<file path="src/hdl/ssc_pkg.sv">
package ssc_pkg;

	localparam int MAX_RANKS = 64;
	localparam int POS_W     = 6;
	localparam int COUNT_W   = 7;
	localparam int STEP_W    = 3;
	localparam int ROLE_W    = 2;
	localparam int CFG_IDX_W = 2;
	localparam int CFG_W     = 7;

	localparam logic [ROLE_W-1:0] ROLE_IDLE    = 2'd0;
	localparam logic [ROLE_W-1:0] ROLE_SEND    = 2'd1;
	localparam logic [ROLE_W-1:0] ROLE_RECEIVE = 2'd2;

	localparam logic [CFG_IDX_W-1:0] CFG_RANK_COUNT    = 2'd0;
	localparam logic [CFG_IDX_W-1:0] CFG_MY_POSITION   = 2'd1;
	localparam logic [CFG_IDX_W-1:0] CFG_ROOT_POSITION = 2'd2;
	localparam logic [CFG_IDX_W-1:0] CFG_STEP_COUNT    = 2'd3;

	localparam logic [STEP_W-1:0] MOD_TOP_BIT = STEP_W'(POS_W - 1);

	typedef struct packed {
		logic              capture;
		logic              mod_iter;
		logic              mod_root;
		logic              mod_last;
		logic [STEP_W-1:0] mod_bit;
		logic              plan;
		logic              advance;
	} ssc_cmd_t;

	typedef struct packed {
		logic last_word;
	} ssc_status_t;

endpackage

</file>
<file path="src/hdl/scatter_step_schedule.sv">
// channel   handshake                    payload
// request   start, busy                  step_number
// result    result_strobe                role, peer_position, slice_index, slice_total, last
// config    cfg_valid, cfg_ready         cfg_index, cfg_data
//
// A request is taken when start is high and busy low. Two remainder passes
// reduce my and root positions modulo the ring size, a plan step follows,
// then one result word per cycle, 1 to 32 words per request.
// The receiver cannot stall; each word shows for one cycle under result_strobe.
// Reset is asynchronous and active low; config returns to its reset values.
module scatter_step_schedule (
	input  logic                          clk,
	input  logic                          arst_n,
	input  logic                          start,
	output logic                          busy,
	input  logic [ssc_pkg::STEP_W-1:0]    step_number,
	output logic                          result_strobe,
	output logic [ssc_pkg::ROLE_W-1:0]    role,
	output logic [ssc_pkg::POS_W-1:0]     peer_position,
	output logic [ssc_pkg::POS_W-1:0]     slice_index,
	output logic [ssc_pkg::POS_W-1:0]     slice_total,
	output logic                          last,
	input  logic                          cfg_valid,
	output logic                          cfg_ready,
	input  logic [ssc_pkg::CFG_IDX_W-1:0] cfg_index,
	input  logic [ssc_pkg::CFG_W-1:0]     cfg_data
);
	import ssc_pkg::*;

	ssc_cmd_t    cmd;
	ssc_status_t status;

	assign cfg_ready = 1'b1;

	ssc_ctrl u_ctrl (
		.clk           (clk),
		.arst_n        (arst_n),
		.start         (start),
		.status        (status),
		.cmd           (cmd),
		.busy          (busy),
		.result_strobe (result_strobe)
	);

	ssc_datapath u_datapath (
		.clk           (clk),
		.arst_n        (arst_n),
		.cfg_valid     (cfg_valid),
		.cfg_index     (cfg_index),
		.cfg_data      (cfg_data),
		.step_number   (step_number),
		.cmd           (cmd),
		.status        (status),
		.role          (role),
		.peer_position (peer_position),
		.slice_index   (slice_index),
		.slice_total   (slice_total),
		.last          (last)
	);

endmodule

</file>
<file path="src/hdl/ssc_datapath.sv">
module ssc_datapath (
	input  logic                         clk,
	input  logic                         arst_n,
	input  logic                         cfg_valid,
	input  logic [ssc_pkg::CFG_IDX_W-1:0] cfg_index,
	input  logic [ssc_pkg::CFG_W-1:0]     cfg_data,
	input  logic [ssc_pkg::STEP_W-1:0]    step_number,
	input  ssc_pkg::ssc_cmd_t             cmd,
	output ssc_pkg::ssc_status_t          status,
	output logic [ssc_pkg::ROLE_W-1:0]    role,
	output logic [ssc_pkg::POS_W-1:0]     peer_position,
	output logic [ssc_pkg::POS_W-1:0]     slice_index,
	output logic [ssc_pkg::POS_W-1:0]     slice_total,
	output logic                          last
);
	import ssc_pkg::*;

	logic [COUNT_W-1:0] rank_count_q;
	logic [POS_W-1:0]   my_position_q;
	logic [POS_W-1:0]   root_position_q;
	logic [STEP_W-1:0]  step_count_q;

	logic [STEP_W-1:0]  step_q;
	logic [POS_W-1:0]   rem_q;
	logic [POS_W-1:0]   me_q;
	logic [POS_W-1:0]   root_q;

	logic [ROLE_W-1:0]  role_q;
	logic [POS_W-1:0]   peer_q;
	logic [POS_W-1:0]   idx_q;
	logic [POS_W-1:0]   total_q;
	logic [POS_W-1:0]   back_q;
	logic [POS_W-1:0]   remain_q;

	logic [COUNT_W-1:0] n;
	logic               op_bit;
	logic [COUNT_W-1:0] rem_try;
	logic [POS_W-1:0]   rem_next;

	logic [7:0]         pair;
	logic [8:0]         dslice;
	logic [7:0]         span;
	logic [8:0]         slices_w;
	logic [POS_W-1:0]   slices;
	logic [COUNT_W-1:0] droot_try;
	logic [POS_W-1:0]   droot;
	logic               perfect;
	logic               last_step;
	logic [7:0]         active;
	logic               is_send;
	logic               is_recv;
	logic [7:0]         peer_send_try;
	logic [7:0]         peer_recv_try;
	logic [POS_W-1:0]   peer_send;
	logic [POS_W-1:0]   peer_recv;
	logic [POS_W-1:0]   back;
	logic [COUNT_W-1:0] idx_try;
	logic [POS_W-1:0]   idx_next;

	// clamp the ring size into the supported range
	always_comb begin
		if (rank_count_q < COUNT_W'(2)) begin
			n = COUNT_W'(2);
		end else if (rank_count_q > COUNT_W'(MAX_RANKS)) begin
			n = COUNT_W'(MAX_RANKS);
		end else begin
			n = rank_count_q;
		end
	end

	// one restoring remainder step per cycle
	always_comb begin
		op_bit   = cmd.mod_root ? root_position_q[cmd.mod_bit] : my_position_q[cmd.mod_bit];
		rem_try  = {rem_q, op_bit};
		rem_next = (rem_try >= n) ? POS_W'(rem_try - n) : POS_W'(rem_try);
	end

	always_comb begin
		pair      = 8'd1 << step_q;
		dslice    = 9'd1 << step_q;
		dslice    = dslice << 1;
		span      = 8'(n) - 8'd1 + pair;
		slices_w  = 9'(span) >> (4'(step_q) + 4'd1);
		slices    = slices_w[POS_W-1:0];

		droot_try = COUNT_W'(root_q) + n - COUNT_W'(me_q);
		droot     = (droot_try >= n) ? POS_W'(droot_try - n) : POS_W'(droot_try);

		perfect   = (n & (n - COUNT_W'(1))) == '0;
		last_step = (step_count_q != '0) && (step_q == step_count_q - STEP_W'(1));
		if (!perfect && last_step) begin
			active = (8'(n) >= pair) ? 8'(n) - pair : 8'd0;
		end else begin
			active = pair;
		end

		is_send = (slices != '0) && (8'(droot) < active);
		is_recv = (slices != '0) && !is_send && (8'(droot) >= pair)
			&& (9'(droot) < 9'(active) + 9'(pair));

		// a live role implies pair below n, so one subtract reduces each sum
		peer_send_try = 8'(me_q) + 8'(n) - pair;
		peer_send     = (peer_send_try >= 8'(n)) ? POS_W'(peer_send_try - 8'(n))
			: POS_W'(peer_send_try);
		peer_recv_try = 8'(me_q) + pair;
		peer_recv     = (peer_recv_try >= 8'(n)) ? POS_W'(peer_recv_try - 8'(n))
			: POS_W'(peer_recv_try);
		back          = (dslice >= 9'(n)) ? POS_W'(dslice - 9'(n)) : POS_W'(dslice);

		idx_try  = COUNT_W'(idx_q) + n - COUNT_W'(back_q);
		idx_next = (idx_try >= n) ? POS_W'(idx_try - n) : POS_W'(idx_try);
	end

	always_ff @(posedge clk or negedge arst_n) begin
		if (!arst_n) begin
			rank_count_q    <= COUNT_W'(2);
			my_position_q   <= '0;
			root_position_q <= '0;
			step_count_q    <= STEP_W'(1);
		end else if (cfg_valid) begin
			case (cfg_index)
				CFG_RANK_COUNT:    rank_count_q    <= cfg_data;
				CFG_MY_POSITION:   my_position_q   <= cfg_data[POS_W-1:0];
				CFG_ROOT_POSITION: root_position_q <= cfg_data[POS_W-1:0];
				CFG_STEP_COUNT:    step_count_q    <= cfg_data[STEP_W-1:0];
				default:           ;
			endcase
		end
	end

	always_ff @(posedge clk) begin
		if (cmd.capture) begin
			step_q <= step_number;
			rem_q  <= '0;
		end else if (cmd.mod_iter) begin
			if (cmd.mod_last) begin
				rem_q <= '0;
				if (cmd.mod_root) begin
					root_q <= rem_next;
				end else begin
					me_q <= rem_next;
				end
			end else begin
				rem_q <= rem_next;
			end
		end

		if (cmd.plan) begin
			back_q <= back;
			if (is_send) begin
				role_q   <= ROLE_SEND;
				peer_q   <= peer_send;
				idx_q    <= peer_send;
				total_q  <= slices;
				remain_q <= slices;
			end else if (is_recv) begin
				role_q   <= ROLE_RECEIVE;
				peer_q   <= peer_recv;
				idx_q    <= me_q;
				total_q  <= slices;
				remain_q <= slices;
			end else begin
				role_q   <= ROLE_IDLE;
				peer_q   <= '0;
				idx_q    <= '0;
				total_q  <= '0;
				remain_q <= POS_W'(1);
			end
		end else if (cmd.advance) begin
			idx_q    <= idx_next;
			remain_q <= remain_q - POS_W'(1);
		end
	end

	assign status.last_word = (remain_q == POS_W'(1));

	assign role          = role_q;
	assign peer_position = peer_q;
	assign slice_index   = idx_q;
	assign slice_total   = total_q;
	assign last          = status.last_word;

endmodule

</file>
<file path="src/hdl/ssc_ctrl.sv">
module ssc_ctrl (
	input  logic                 clk,
	input  logic                 arst_n,
	input  logic                 start,
	input  ssc_pkg::ssc_status_t status,
	output ssc_pkg::ssc_cmd_t    cmd,
	output logic                 busy,
	output logic                 result_strobe
);
	import ssc_pkg::*;

	typedef enum logic [4:0] {
		S_IDLE     = 5'b00001,
		S_MOD_ME   = 5'b00010,
		S_MOD_ROOT = 5'b00100,
		S_PLAN     = 5'b01000,
		S_EMIT     = 5'b10000
	} state_t;

	state_t            state_q;
	state_t            state_d;
	logic [STEP_W-1:0] bit_q;
	logic [STEP_W-1:0] bit_d;

	always_comb begin
		state_d      = state_q;
		bit_d        = bit_q;
		cmd          = '0;
		cmd.mod_bit  = bit_q;
		cmd.mod_last = (bit_q == '0);
		case (state_q)
			S_IDLE: begin
				if (start) begin
					cmd.capture = 1'b1;
					bit_d       = MOD_TOP_BIT;
					state_d     = S_MOD_ME;
				end
			end
			S_MOD_ME: begin
				cmd.mod_iter = 1'b1;
				if (bit_q == '0) begin
					bit_d   = MOD_TOP_BIT;
					state_d = S_MOD_ROOT;
				end else begin
					bit_d = bit_q - STEP_W'(1);
				end
			end
			S_MOD_ROOT: begin
				cmd.mod_iter = 1'b1;
				cmd.mod_root = 1'b1;
				if (bit_q == '0) begin
					state_d = S_PLAN;
				end else begin
					bit_d = bit_q - STEP_W'(1);
				end
			end
			S_PLAN: begin
				cmd.plan = 1'b1;
				state_d  = S_EMIT;
			end
			S_EMIT: begin
				cmd.advance = 1'b1;
				// drop back to idle after the final word
				if (status.last_word) begin
					state_d = S_IDLE;
				end
			end
			default: begin
				state_d = S_IDLE;
			end
		endcase
	end

	always_ff @(posedge clk or negedge arst_n) begin
		if (!arst_n) begin
			state_q <= S_IDLE;
			bit_q   <= '0;
		end else begin
			state_q <= state_d;
			bit_q   <= bit_d;
		end
	end

	assign busy          = (state_q != S_IDLE);
	assign result_strobe = (state_q == S_EMIT);

endmodule

</file>
<file path="config.mk">
export PLATFORM = sky130hd
export DESIGN_NAME = scatter_step_schedule
export DESIGN_NICKNAME = d
export VERILOG_FILES = /design/src/hdl/ssc_pkg.sv /design/src/hdl/scatter_step_schedule.sv /design/src/hdl/ssc_datapath.sv /design/src/hdl/ssc_ctrl.sv
export SDC_FILE = /design/constraint.sdc
export NUM_CORES = 1
export LEC_CHECK = 0
export BUFFER_PORTS_ARGS = -buffer_cell sky130_fd_sc_hd__clkbuf_2
export CORE_MARGIN = 1.5
export CORE_UTILIZATION = 65
export CTS_CLUSTER_SIZE = 16
export DETAILED_ROUTE_END_ITERATION = 12
export MAX_ROUTING_LAYER = met4
export PLACE_DENSITY = 0.84
export SETUP_SLACK_MARGIN = 0.1
export SKIP_CTS_REPAIR_TIMING = 1
export SLEW_MARGIN = 20
export SYNTH_ARGS = -nofsm -noshare
export SYNTH_HDL_FRONTEND = slang
export SYNTH_SLANG_ARGS = --single-unit
</file>
<file path="constraint.sdc">
create_clock -name clk -period 19.4 [get_ports clk]
set_input_delay 0.97 -clock clk [delete_from_list [all_inputs] [get_ports clk]]
set_output_delay 0.97 -clock clk [all_outputs]
set_load 0.02 [all_outputs]
</file>
==> results.md, run 1 <==
* Critical path fanouts, max at 13
* CP startpoint kind: flip-flop
* Seq cells post-synth at 83
* Per-cell routed wire length at 17.8 um
* Share of the synthesized area in the top cell type at 16.5%
* Antenna Nets Post-Route at 0
* Sequential fraction of the synthesis area at 26.1%
* Mapped Area at 8770 um^2
* Vias per cell at 6.14
* Synth Net Count at 1,097
* Inserted Diodes at 0
* Die ar. at 14,200 um^2
* RSZ-0062 raised after global routing: false
* Endpoints failing hold at 0
* DR pass1 iterations at 5
* Worst Tran Pin Value at 1.02 ns
* # DRC at 0
* Bufs and invs on worst path at 3
* Asr flop ratio synth at 36.1%
* Fin nets at 1,139
* CTS H-tree depth at 3
* FP Rows at 42
* Total core area at 13,200 um^2
* Largest net degree at the start of global routing at 31
* Cell accounting for the most synthesized area: ha_1
* Fraction of layout cells with a size suffix above 1 at 13.0%
* Fillers at 993
* Clock Pin Slew Worst Setup and Hold Paths at 0.08 ns
* Synth area leaders: ha_1 17%, edfxtp_1 16%, dfrtp_1 7.7%, fa_1 6.4%, inv_1 5.5%
* Setup TNS at 0 ns
* Num CTS Buffers at 9
* Routed WL at 20,700 um
* Post-synth EDFFs at 47
* Worst endpoint required time at 19.48 ns
* Clk_skew at 0.0145 ns
* Result of the run: finished, final reports clean
* Tot Pwr at 1.63 mW
* Arrival @ worst endpoint at 6.50 ns
* Input/output buffers at 38
* Critical Path End Type: flip-flop
* P&R area growth vs syn at 8.24%
* Clock Latency Late Sink at 0.37 ns
* Max VDD drop at 0.111 mV
* Leakage at 4.42 nW
* Initial antenna violation count at 0
* Post-DP HPWL at 16,100 um
* Mean post-synth cell area at 9.36 um^2
* Via Count at 7,118
* Slew Limit Headroom at 32.1%
* Pwr dens at 171 nW/um^2
* Synth Instances at 937
* GP Congestion at 0.956
* CTS tree: built
* Ys flop type: edfxtp_1
* Ys Warns at 0
* CTS Root Cell: clkbuf_16
* Worst slack, placed at 13.01 ns
* Die X-Extent at 119 um
* Number of global-route vias before repair at 6,982
* Chip height at 119 um
* Tcrit/Tclk final at 33.1%
* Final setup fails at 0
* GRT overflow at 0
* Distinct cells, synth at 87
* Initial core utilization at 66.5%
* Clk buf depth at 2
* Setup WS post-layout at 12.98 ns
* Initial DRC Count at 531
* Critical path class: flip-flop to flip-flop
* MaxCap Viol Count at 0
* Clock period minus worst slack at 6.42 ns
* Highest Clock Rate at 156 MHz
* Cell at the slowest stage of the critical path: fa_1
* Clk sinks at 83
* Gr usage total at 31.1%
* First-pass GRT wire length at 33,800 um
* Worst hold path class: flip-flop to flip-flop
* Crit-path leading delay family: compound AO/OA/AOI/OAI gates
* CP peak stage delay at 0.50 ns
* Final count of pins violating max slew at 0
* IO Count at 40
==> stage by stage <==
| step | area, um^2 | utilization [%] | hold slack [ns] | instances |
|---|---|---|---|---|
| 4_1_cts | 9490 | 72.0 | 0.505 | 1160 |
| 5_1_grt | 9500 | 72.0 | 0.510 | 1160 |
| 6_report | 9500 | 72.0 | 0.499 | 1160 |
| 3_3_place_gp | 9180 | 69.6 | 0.472 | 1144 |
| 3_5_place_dp | 9180 | 69.6 | 0.489 | 1144 |
| 2_1_floorplan | 8770 | - | 0.450 | 937 |
==> worst min-delay path, delay by kind of cell, from the launching register on <==
| family | cells | cell delay (ns) |
|---|---|---|
| flip-flops | 1 | 0.33 |
| AO/OA/AOI/OAI | 1 | 0.06 |
| AND/OR/NAND/NOR | 1 | 0.06 |
==> final timing paths <==
kind | start | end | slack (ns) | cells past startpoint
min | u_datapath.rem_q[1] | u_datapath.rem_q[1] | 0.50 | 2
max reg2reg | u_datapath.rank_count_q[6] | u_datapath.remain_q[5] | 12.98 | 26
min reg2reg | u_datapath.rem_q[1] | u_datapath.rem_q[1] | 0.50 | 2
max in group asynchronous | arst_n | u_datapath.rank_count_q[0] | 18.30 | 1
min in group asynchronous | arst_n | u_datapath.rank_count_q[3] | 0.64 | 1
max | u_datapath.rank_count_q[6] | u_datapath.remain_q[5] | 12.98 | 26
==> sequential cells by signal (all words and copies together) (netlist names) <==
| register | count |
|---|---|
| u_datapath.me_q | 6 |
| u_datapath.remain_q | 6 |
| u_ctrl.state_q | 5 |
| u_datapath.slice_total | 6 |
| u_datapath.rank_count_q | 7 |
| u_datapath.root_position_q | 6 |
| u_ctrl.bit_q | 3 |
| u_datapath.step_count_q | 3 |
| u_datapath.root_q | 6 |
| u_datapath.role | 2 |
| u_datapath.rem_q | 6 |
| u_datapath.peer_position | 6 |
| u_datapath.back_q | 6 |
| u_datapath.my_position_q | 6 |
| u_datapath.step_q | 3 |
| u_datapath.slice_index | 6 |
==> per-layer routing <==
metal  GRT usage, %  vias up  part of all wire [%]
met5              -        -                     0
met4           13.0        0                   3.3
met3           4.12       60                   5.6
met2           52.9      256                    49
met1           37.4     3350                    42
li1               -     3452                     -
==> area by class of cell <==
type	count	area, um^2	share of cell area, %
multi-input combinational	709	5940	62.6
inverter	131	492	5.18
sequential	83	2290	24.1
tap	176	220	2.32
clock inverter	7	90.1	0.948
timing repair buffer	45	243	2.56
clock buffer	9	225	2.37
==> logic make-up (layout without fill, tap and decap cells) <==
| group | after synthesis | count (layout) | synth area share (%) |
|---|---|---|---|
| AO/OA/AOI/OAI | 234 | 234 | 18.7 |
| XOR/XNOR | 61 | 61 | 6.09 |
| adder cells (fa/ha/maj) | 146 | 146 | 23.2 |
| buffers and inverters | 145 | 192 | 6.29 |
| flip-flops | 83 | 83 | 26.1 |
| multiplexers | 50 | 50 | 6.64 |
| other | 1 | 1 | 0.0427 |
| AND/OR/NAND/NOR | 217 | 217 | 13.0 |
==> synthesized netlist by cell type (all sizes together), types with 16 or more instances <==
library cell  instances
nor2b                16
fa                   28
xnor2                37
nor3                 18
edfxtp               47
ha                  116
a21oi                59
nand2                48
a21o                 21
o21ai                39
xor2                 24
mux2                 33
inv                 130
nor2                 58
dfrtp                27
==> where the power goes <==
group / total, mW / switching [mW] / internal (mW)
sequential: 0.262 / 0.0209 / 0.241
combinational: 1.18 / 0.686 / 0.493
clock: 0.187 / 0.0833 / 0.104
total: 1.63 / 0.790 / 0.838
==> cell usage in the layout (no fill, tap or decap), types with 16 or more instances in the layout <==
cell type and n:
inv_1 128, nand2_1 48, nor2b_1 16, nor2_1 57
a21o_1 21, xor2_1 24, mux2_2 33, ha_1 116
o21ai_0 36, dfrtp_1 27, nor3_1 18, clkbuf_2 38
xnor2_1 37, edfxtp_1 47, fa_1 28, a21oi_1 58
No activity file was read; power rests on OpenSTA's default activity.
==> inputs of run 2 (changes only) <==
ABC_AREA = 1   (was default)
CORE_UTILIZATION = 58   (was 65)
PLACE_DENSITY = 0.79   (was 0.84)
clock period = 5.15 ns   (was 19.4 ns; I/O delays follow)
==> run 2 against run 1 <==
The run now ends with hold timing left. Combinational power increased to 4.6 times the previous value. Global-route usage decreased by 1.5 points. First-iteration DRC count increased by 3.8%. Setup slack got worse by 13 ns. Synthesized area increased by 2.0%. Non-clock buffer count increased by 60. Critical path depth increased by 6. Clock power increased to 3.2 times the previous value. Fmax increased by 26%. Via count increased by 15%. Critical path type unchanged.
==> results.md, run 2 <==
* Result of the run: finished, violations left (was finished, final reports clean)
* Violated checks: hold timing
* Share of the synthesized area in the top cell type at 16.2% (was 16.5%)
* Mapped Area at 8950 um^2 (was 8770 um^2)
* Clock period minus worst slack at 5.11 ns (was 6.42 ns)
* Die X-Extent at 127 um (was 119 um)
* Switching share of power at 52.3% (was 48.5%)
* Most frequent cell after synthesis: nand2_1 (was inv_1)
* Synth area leaders: ha_1 16%, edfxtp_1 16%, nand2_1 9.5%, inv_1 8.9%, dfrtp_1 7.6% (was ha_1 17%, edfxtp_1 16%, dfrtp_1 7.7%, fa_1 6.4%, inv_1 5.5%)
* Worst hold path class: primary input to asynchronous set/reset pin (was flip-flop to flip-flop)
* Num CTS Buffers at 9 (unchanged)
* RSZ-0062 raised after global routing: true (was false)
* GRT overflow at 0 (unchanged)
* Clk buf depth at 2 (unchanged)
* Via Count at 8,198 (was 7,118)
* Input/output buffers at 38 (unchanged)
* Fin nets at 1,433 (was 1,139)
* Initial antenna violation count at 0 (unchanged)
* Vias per cell at 5.59 (was 6.14)
* Arrival @ worst endpoint at 5.21 ns (was 6.50 ns)
* Critical Path End Type: flip-flop (unchanged)
* Gr usage total at 29.6% (was 31.1%)
* Largest net degree at the start of global routing at 38 (was 31)
* Tot Pwr at 6.99 mW (was 1.63 mW)
* Seq cells post-synth at 83 (unchanged)
* Highest Clock Rate at 196 MHz (was 156 MHz)
* Max VDD drop at 0.369 mV (was 0.111 mV)
* Tcrit/Tclk final at 99.2% (was 33.1%)
* Die ar. at 16,200 um^2 (was 14,200 um^2)
* Final count of pins violating max slew at 0 (unchanged)
* Total core area at 15,100 um^2 (was 13,200 um^2)
* Clock Pin Slew Worst Setup and Hold Paths at 0.06 ns (was 0.08 ns)
* DR pass1 iterations at 5 (unchanged)
* CTS tree: built (unchanged)
* GP Congestion at 0.963 (was 0.956)
* CTS Root Cell: clkbuf_16 (unchanged)
* Clock Latency Late Sink at 0.35 ns (was 0.37 ns)
* Post-synth EDFFs at 47 (unchanged)
* Clock network fraction of total power at 8.6% (was 11.5%)
* Clk sinks at 83 (unchanged)
* Worst endpoint required time at 5.25 ns (was 19.48 ns)
* CP peak stage delay at 0.59 ns (was 0.50 ns)
* CTS H-tree depth at 3 (unchanged)
* Psw at 3.66 mW (was 0.790 mW)
* First-pass GRT wire length at 36,500 um (was 33,800 um)
* Fillers at 1,222 (was 993)
* Critical path fanouts, max at 7 (was 13)
* Asr flop ratio synth at 36.1% (unchanged)
* Inserted Diodes at 0 (unchanged)
* Antenna Nets Post-Route at 0 (unchanged)
* Synth Instances at 1,172 (was 937)
* # DRC at 0 (unchanged)
* Final std cells w/o fill at 1,466 (was 1,160)
* Slew Limit Headroom at 34.8% (was 32.1%)
* Pwr dens at 682 nW/um^2 (was 171 nW/um^2)
* Clk_skew at 0.0123 ns (was 0.0145 ns)
* Routed WL at 22,800 um (was 20,700 um)
* Worst Tran Pin Value at 0.975 ns (was 1.02 ns)
* Cell accounting for the most synthesized area: ha_1 (unchanged)
* Commonest cells after routing, fill and taps aside: 223 x nand2_1, 210 x inv_1, 114 x ha_1 (was 128 x inv_1, 116 x ha_1, 58 x a21oi_1)
* Per-cell routed wire length at 15.6 um (was 17.8 um)
* Ys flop type: edfxtp_1 (unchanged)
* Min Hold Slack at -0.0450 ns (was 0.499 ns)
* Comb power frac at 77.3% (was 72.4%)
* Biggest register: u_datapath.rank_count_q (unchanged)
* Most common cell after layout, fill and taps aside: nand2_1 (was inv_1)
* Cell at the slowest stage of the critical path: dfstp_2 (was fa_1)
* Max reg flops at 7 (unchanged)
* CP startpoint kind: flip-flop (unchanged)
* Distinct cells, synth at 57 (was 87)
* MaxCap Viol Count at 0 (unchanged)
* Number of global-route vias before repair at 7,602 (was 6,982)
* Sequential fraction of the synthesis area at 25.5% (was 26.1%)
* Synth Net Count at 1,332 (was 1,097)
* Post-DP HPWL at 18,100 um (was 16,100 um)
* Final setup fails at 0 (unchanged)
* IO Count at 40 (unchanged)
* Synth top cells by count: 227 x nand2_1, 213 x inv_1, 116 x ha_1, 82 x o21ai_0, 80 x a21oi_1 (was 128 x inv_1, 116 x ha_1, 58 x a21oi_1, 57 x nor2_1, 48 x nand2_1)
* Ys Warns at 0 (unchanged)
* Inst Count DP at 1,445 (was 1,144)
* P&R area growth vs syn at 14.6% (was 8.24%)
* Initial core utilization at 59.1% (was 66.5%)
* Leakage at 5.29 nW (was 4.42 nW)
* Internal Power at 3.33 mW (was 0.838 mW)
* FP Rows at 45 (was 42)
* Seq pwr share at 14.1% (was 16.1%)
* Critical path class: flip-flop to flip-flop (unchanged)
* Mean post-synth cell area at 7.63 um^2 (was 9.36 um^2)
* Chip height at 127 um (was 119 um)
* Endpoints failing hold at 27 (was 0)
* Initial DRC Count at 551 (was 531)
* Fraction of layout cells with a size suffix above 1 at 15.2% (was 13.0%)
## run 2: layout make-up
type | instances | area (um^2) | share of cell area, %
multi-input cells | 852 | 5910 | 57.6
flip-flops and latches | 83 | 2290 | 22.3
inverters | 222 | 851 | 8.29
repair buffers | 105 | 706 | 6.88
well taps | 188 | 235 | 2.29
clock buffers | 10 | 229 | 2.23
clock inverters | 6 | 40.0 | 0.390
## run 2: worst paths after layout
path	start	to	slack, ns	cells after the start
setup / recovery	u_datapath.rank_count_q[1]	u_datapath.remain_q[0]	0.04	32
hold / removal	arst_n	u_datapath.step_count_q[2]	-0.05	1
setup reg to reg	u_datapath.rank_count_q[1]	u_datapath.remain_q[0]	0.04	32
hold reg to reg	u_datapath.step_count_q[1]	u_datapath.step_count_q[1]	0.49	2
max in group asynchronous	arst_n	u_datapath.rank_count_q[6]	4.69	1
min in group clk	step_number[1]	u_datapath.step_q[1]	0.09	1
## run 2: cells by family (layout without fill, tap and decap cells)
group           Yosys count  after routing  synth area share, %
simple gates            436            436                 22.4
buf+inv                 237            343                 10.3
compound gates          207            207                 12.9
fa+ha+maj               144            144                 22.5
flops                    83             83                 25.5
xor+xnor                 63             63                 6.17
other cells               1              1               0.0419
mux                       1              1                0.126
## run 2: per-stage QoR
step	setup WS, ns	instance area (um^2)	utilization [%]	TNS [ns]
6_report	0.0402	10300	67.7	0
5_1_grt	-0.281	10300	67.7	-6.19
4_1_cts	-0.266	10100	66.5	-5.33
3_5_place_dp	-0.244	9810	64.8	-4.68
3_3_place_gp	-0.0811	9810	64.8	-1.14
2_1_floorplan	0.114	8980	-	0
## run 2: power by group through the flow
stage	sequential (mW)	combinational [mW]	clock (mW)
CTS	0.981	5.20	0.606
finish	0.989	5.41	0.599
global route	0.996	6.01	0.631
detailed placement	0.994	5.17	0
floorplan	0.960	3.89	0
global placement	0.989	5.02	0
## run 2: layer usage
metal | GRT usage, % | vias to the layer above | part of all wire [%]
met1 | 36.4 | 3814 | 42
met3 | 4.94 | 50 | 6.5
met5 | - | - | 0
met2 | 50.2 | 277 | 49
met4 | 9.02 | 0 | 2.6
li1 | - | 4057 | -
## run 2: critical path: cells and delay by family (launching register included)
kind,cells,cell delay [ns]
simple gates,12,1.17
fa+ha+maj,4,1.42
flops,1,0.59
buf+inv,3,0.23
compound gates,12,1.28
xor+xnor,1,0.17
==> inputs of run 3 (changes only) <==
GPL_ROUTABILITY_DRIVEN = 0   (was default)
MAX_ROUTING_LAYER = default   (was met4)
==> run 3 against run 2 <==
The run ends with hold timing, setup timing left. Clock power increased by 8.7%. Die area did not move. Combinational power rose by 0.9%. First-iteration DRC count up 3.6%. Worst hold slack got worse by 0.0063 ns. Fmax down 3.6%. Critical path depth rose by 2. Setup slack lost 0.19 ns. Count of clock-buffer cells in the layout up 2. Critical path type unchanged. Critical endpoint unchanged. Largest cell class unchanged. Largest power group unchanged.
==> results.md, run 3 (synthesized netlist as in run 2, its figures left out) <==
* Worst slack, placed at -0.181 ns (was -0.244 ns)
* Biggest register: u_datapath.rank_count_q (unchanged)
* Initial DRC Count at 571 (was 551)
* Chip height at 127 um (unchanged)
* Clk buf depth at 2 (unchanged)
* Highest Clock Rate at 189 MHz (was 196 MHz)
* Initial antenna violation count at 0 (unchanged)
* Critical Path End Type: flip-flop (unchanged)
* Die X-Extent at 127 um (unchanged)
* P&R area growth vs syn at 14.3% (was 14.6%)
* Max VDD drop at 0.292 mV (was 0.369 mV)
* Worst Tran Pin Value at 0.921 ns (was 0.975 ns)
* Fin util at 67.5% (was 67.7%)
* Total core area at 15,100 um^2 (unchanged)
* Per-cell routed wire length at 16.0 um (was 15.6 um)
* Cell at the slowest stage of the critical path: fa_1 (was dfstp_2)
* GRT overflow at 0 (unchanged)
* Psw at 3.71 mW (was 3.66 mW)
* MaxCap Viol Count at 0 (unchanged)
* Final Instance Area at 10,200 um^2 (was 10,300 um^2)
* Post-DP HPWL at 18,100 um (about the same)
* Die ar. at 16,200 um^2 (unchanged)
* Most common cell after layout, fill and taps aside: nand2_1 (unchanged)
* FP Rows at 45 (unchanged)
* First-pass GRT wire length at 37,300 um (was 36,500 um)
* CP most frequent cell: nand2_1
* Inserted Diodes at 0 (unchanged)
* Clock network fraction of total power at 9.2% (was 8.6%)
* Final setup fails at 24 (was 0)
* Endpoints failing hold at 27 (unchanged)
* Arrival @ worst endpoint at 5.40 ns (was 5.21 ns)
* Clk_skew at 0.00861 ns (was 0.0123 ns)
* Violated checks: hold timing, setup timing (was hold timing)
* DR pass1 iterations at 6 (was 5)
* Setup TNS at -2.48 ns (was 0 ns)
* Worst endpoint required time at 5.25 ns (about the same)
* Seq pwr share at 13.8% (was 14.1%)
* Critical path fanouts, max at 7 (unchanged)
* Setup WS post-layout at -0.152 ns (was 0.0402 ns)
* Area after DPL at 9770 um^2 (was 9810 um^2)
* Number of global-route vias before repair at 7,727 (was 7,602)
* CTS tree: built (unchanged)
* CTS Root Cell: clkbuf_16 (unchanged)
* Antenna Nets Post-Route at 0 (unchanged)
* CTS H-tree depth at 3 (unchanged)
* Fraction of layout cells with a size suffix above 1 at 14.8% (was 15.2%)
* Comb power frac at 77.0% (was 77.3%)
* Min Hold Slack at -0.0513 ns (was -0.0450 ns)
* Critical path class: flip-flop to flip-flop (unchanged)
* Clock Pin Slew Worst Setup and Hold Paths at 0.06 ns (about the same)
* Vias per cell at 5.66 (was 5.59)
* Fin nets at 1,429 (was 1,433)
* Gr usage total at 29.2% (was 29.6%)
* Commonest cells after routing, fill and taps aside: 223 x nand2_1, 211 x inv_1, 114 x ha_1 (was 223 x nand2_1, 210 x inv_1, 114 x ha_1)
* Final count of pins violating max slew at 0 (unchanged)
* Pwr dens at 693 nW/um^2 (was 682 nW/um^2)
* RSZ-0062 raised after global routing: true (unchanged)
* CP peak stage delay at 0.47 ns (was 0.59 ns)
* Num CTS Buffers at 9 (unchanged)
* Max reg flops at 7 (unchanged)
* Worst hold path class: primary input to asynchronous set/reset pin (unchanged)
* Leakage at 5.27 nW (was 5.29 nW)
* IO Count at 40 (unchanged)
* Switching share of power at 52.4% (was 52.3%)
* Clock Latency Late Sink at 0.35 ns (about the same)
* Via Count at 8,273 (was 8,198)
* # DRC at 0 (unchanged)
* Input/output buffers at 38 (unchanged)
* Routed WL at 23,400 um (was 22,800 um)
* Clock period minus worst slack at 5.30 ns (was 5.11 ns)
* Crit-path leading delay family: simple AND/OR/NAND/NOR gates (was adder cells)
* Tcrit/Tclk final at 103% (was 99.2%)
* Bufs and invs on worst path at 3 (unchanged)
* Initial core utilization at 59.1% (unchanged)
* Internal Power at 3.37 mW (was 3.33 mW)
* CP startpoint kind: flip-flop (unchanged)
* Clk sinks at 83 (unchanged)
* Slew Limit Headroom at 38.4% (was 34.8%)
* Result of the run: finished, violations left (unchanged)
* Largest net degree at the start of global routing at 38 (unchanged)
run 3: power by group through the flow:
stage / Sequential (mW) / Clock [mW] / Combinational (mW)
final: 0.980 / 0.651 / 5.46
after global routing: 0.985 / 0.683 / 6.06
after CTS: 0.974 / 0.655 / 5.19
after detailed placement: 0.987 / 0 / 5.14
after global placement: 0.983 / 0 / 4.99
after floorplan: 0.960 / 0 / 3.89
run 3: routing by layer:
layer / GRT usage [%] / vias up / wire length (um)
li1: - / 4047 / -
met1: 37.7 / 3878 / 9870
met2: 51.2 / 291 / 11400
met3: 4.19 / 57 / 1490
met4: 8.69 / 0 / 624
met5: 0 / - / 0
run 3: worst register-to-register path, delay by kind of cell, from the launching register on:
family          cells  cell delay [ns]
simple gates       16             1.81
fa+ha+maj           4             1.50
compound gates     10             1.05
flops               1             0.44
buf+inv             3             0.15
xor+xnor            1             0.09
run 3: worst paths after layout:
kind / start / end / slack, ns / cells past startpoint
setup / recovery: u_datapath.rank_count_q[6] / u_datapath.remain_q[0] / -0.15 / 34
hold / removal: arst_n / u_datapath.step_count_q[2] / -0.05 / 1
setup reg to reg: u_datapath.rank_count_q[6] / u_datapath.remain_q[0] / -0.15 / 34
hold reg to reg: u_datapath.my_position_q[2] / u_datapath.my_position_q[2] / 0.49 / 2
max in group asynchronous: arst_n / u_datapath.rank_count_q[6] / 4.70 / 1
min in group clk: step_number[2] / u_datapath.step_q[2] / 0.08 / 1
run 3: layout make-up:
class / count / area [um^2]
multi-input cells: 852 / 5870
repair buffers: 101 / 688
flip-flops and latches: 83 / 2290
fillers: 1206 / 4920
clock inverters: 4 / 31.3
inverters: 222 / 851
clock buffers: 12 / 268
well taps: 188 / 235
run 3: per-stage QoR:
step | power, mW | hold slack [ns] | cells
2_1_floorplan | 4.85 | -0.0381 | 1172
3_3_place_gp | 5.98 | 0.336 | 1440
3_5_place_dp | 6.13 | 0.338 | 1440
4_1_cts | 6.82 | -0.0385 | 1456
5_1_grt | 7.73 | 0.00353 | 1462
6_report | 7.09 | -0.0513 | 1462
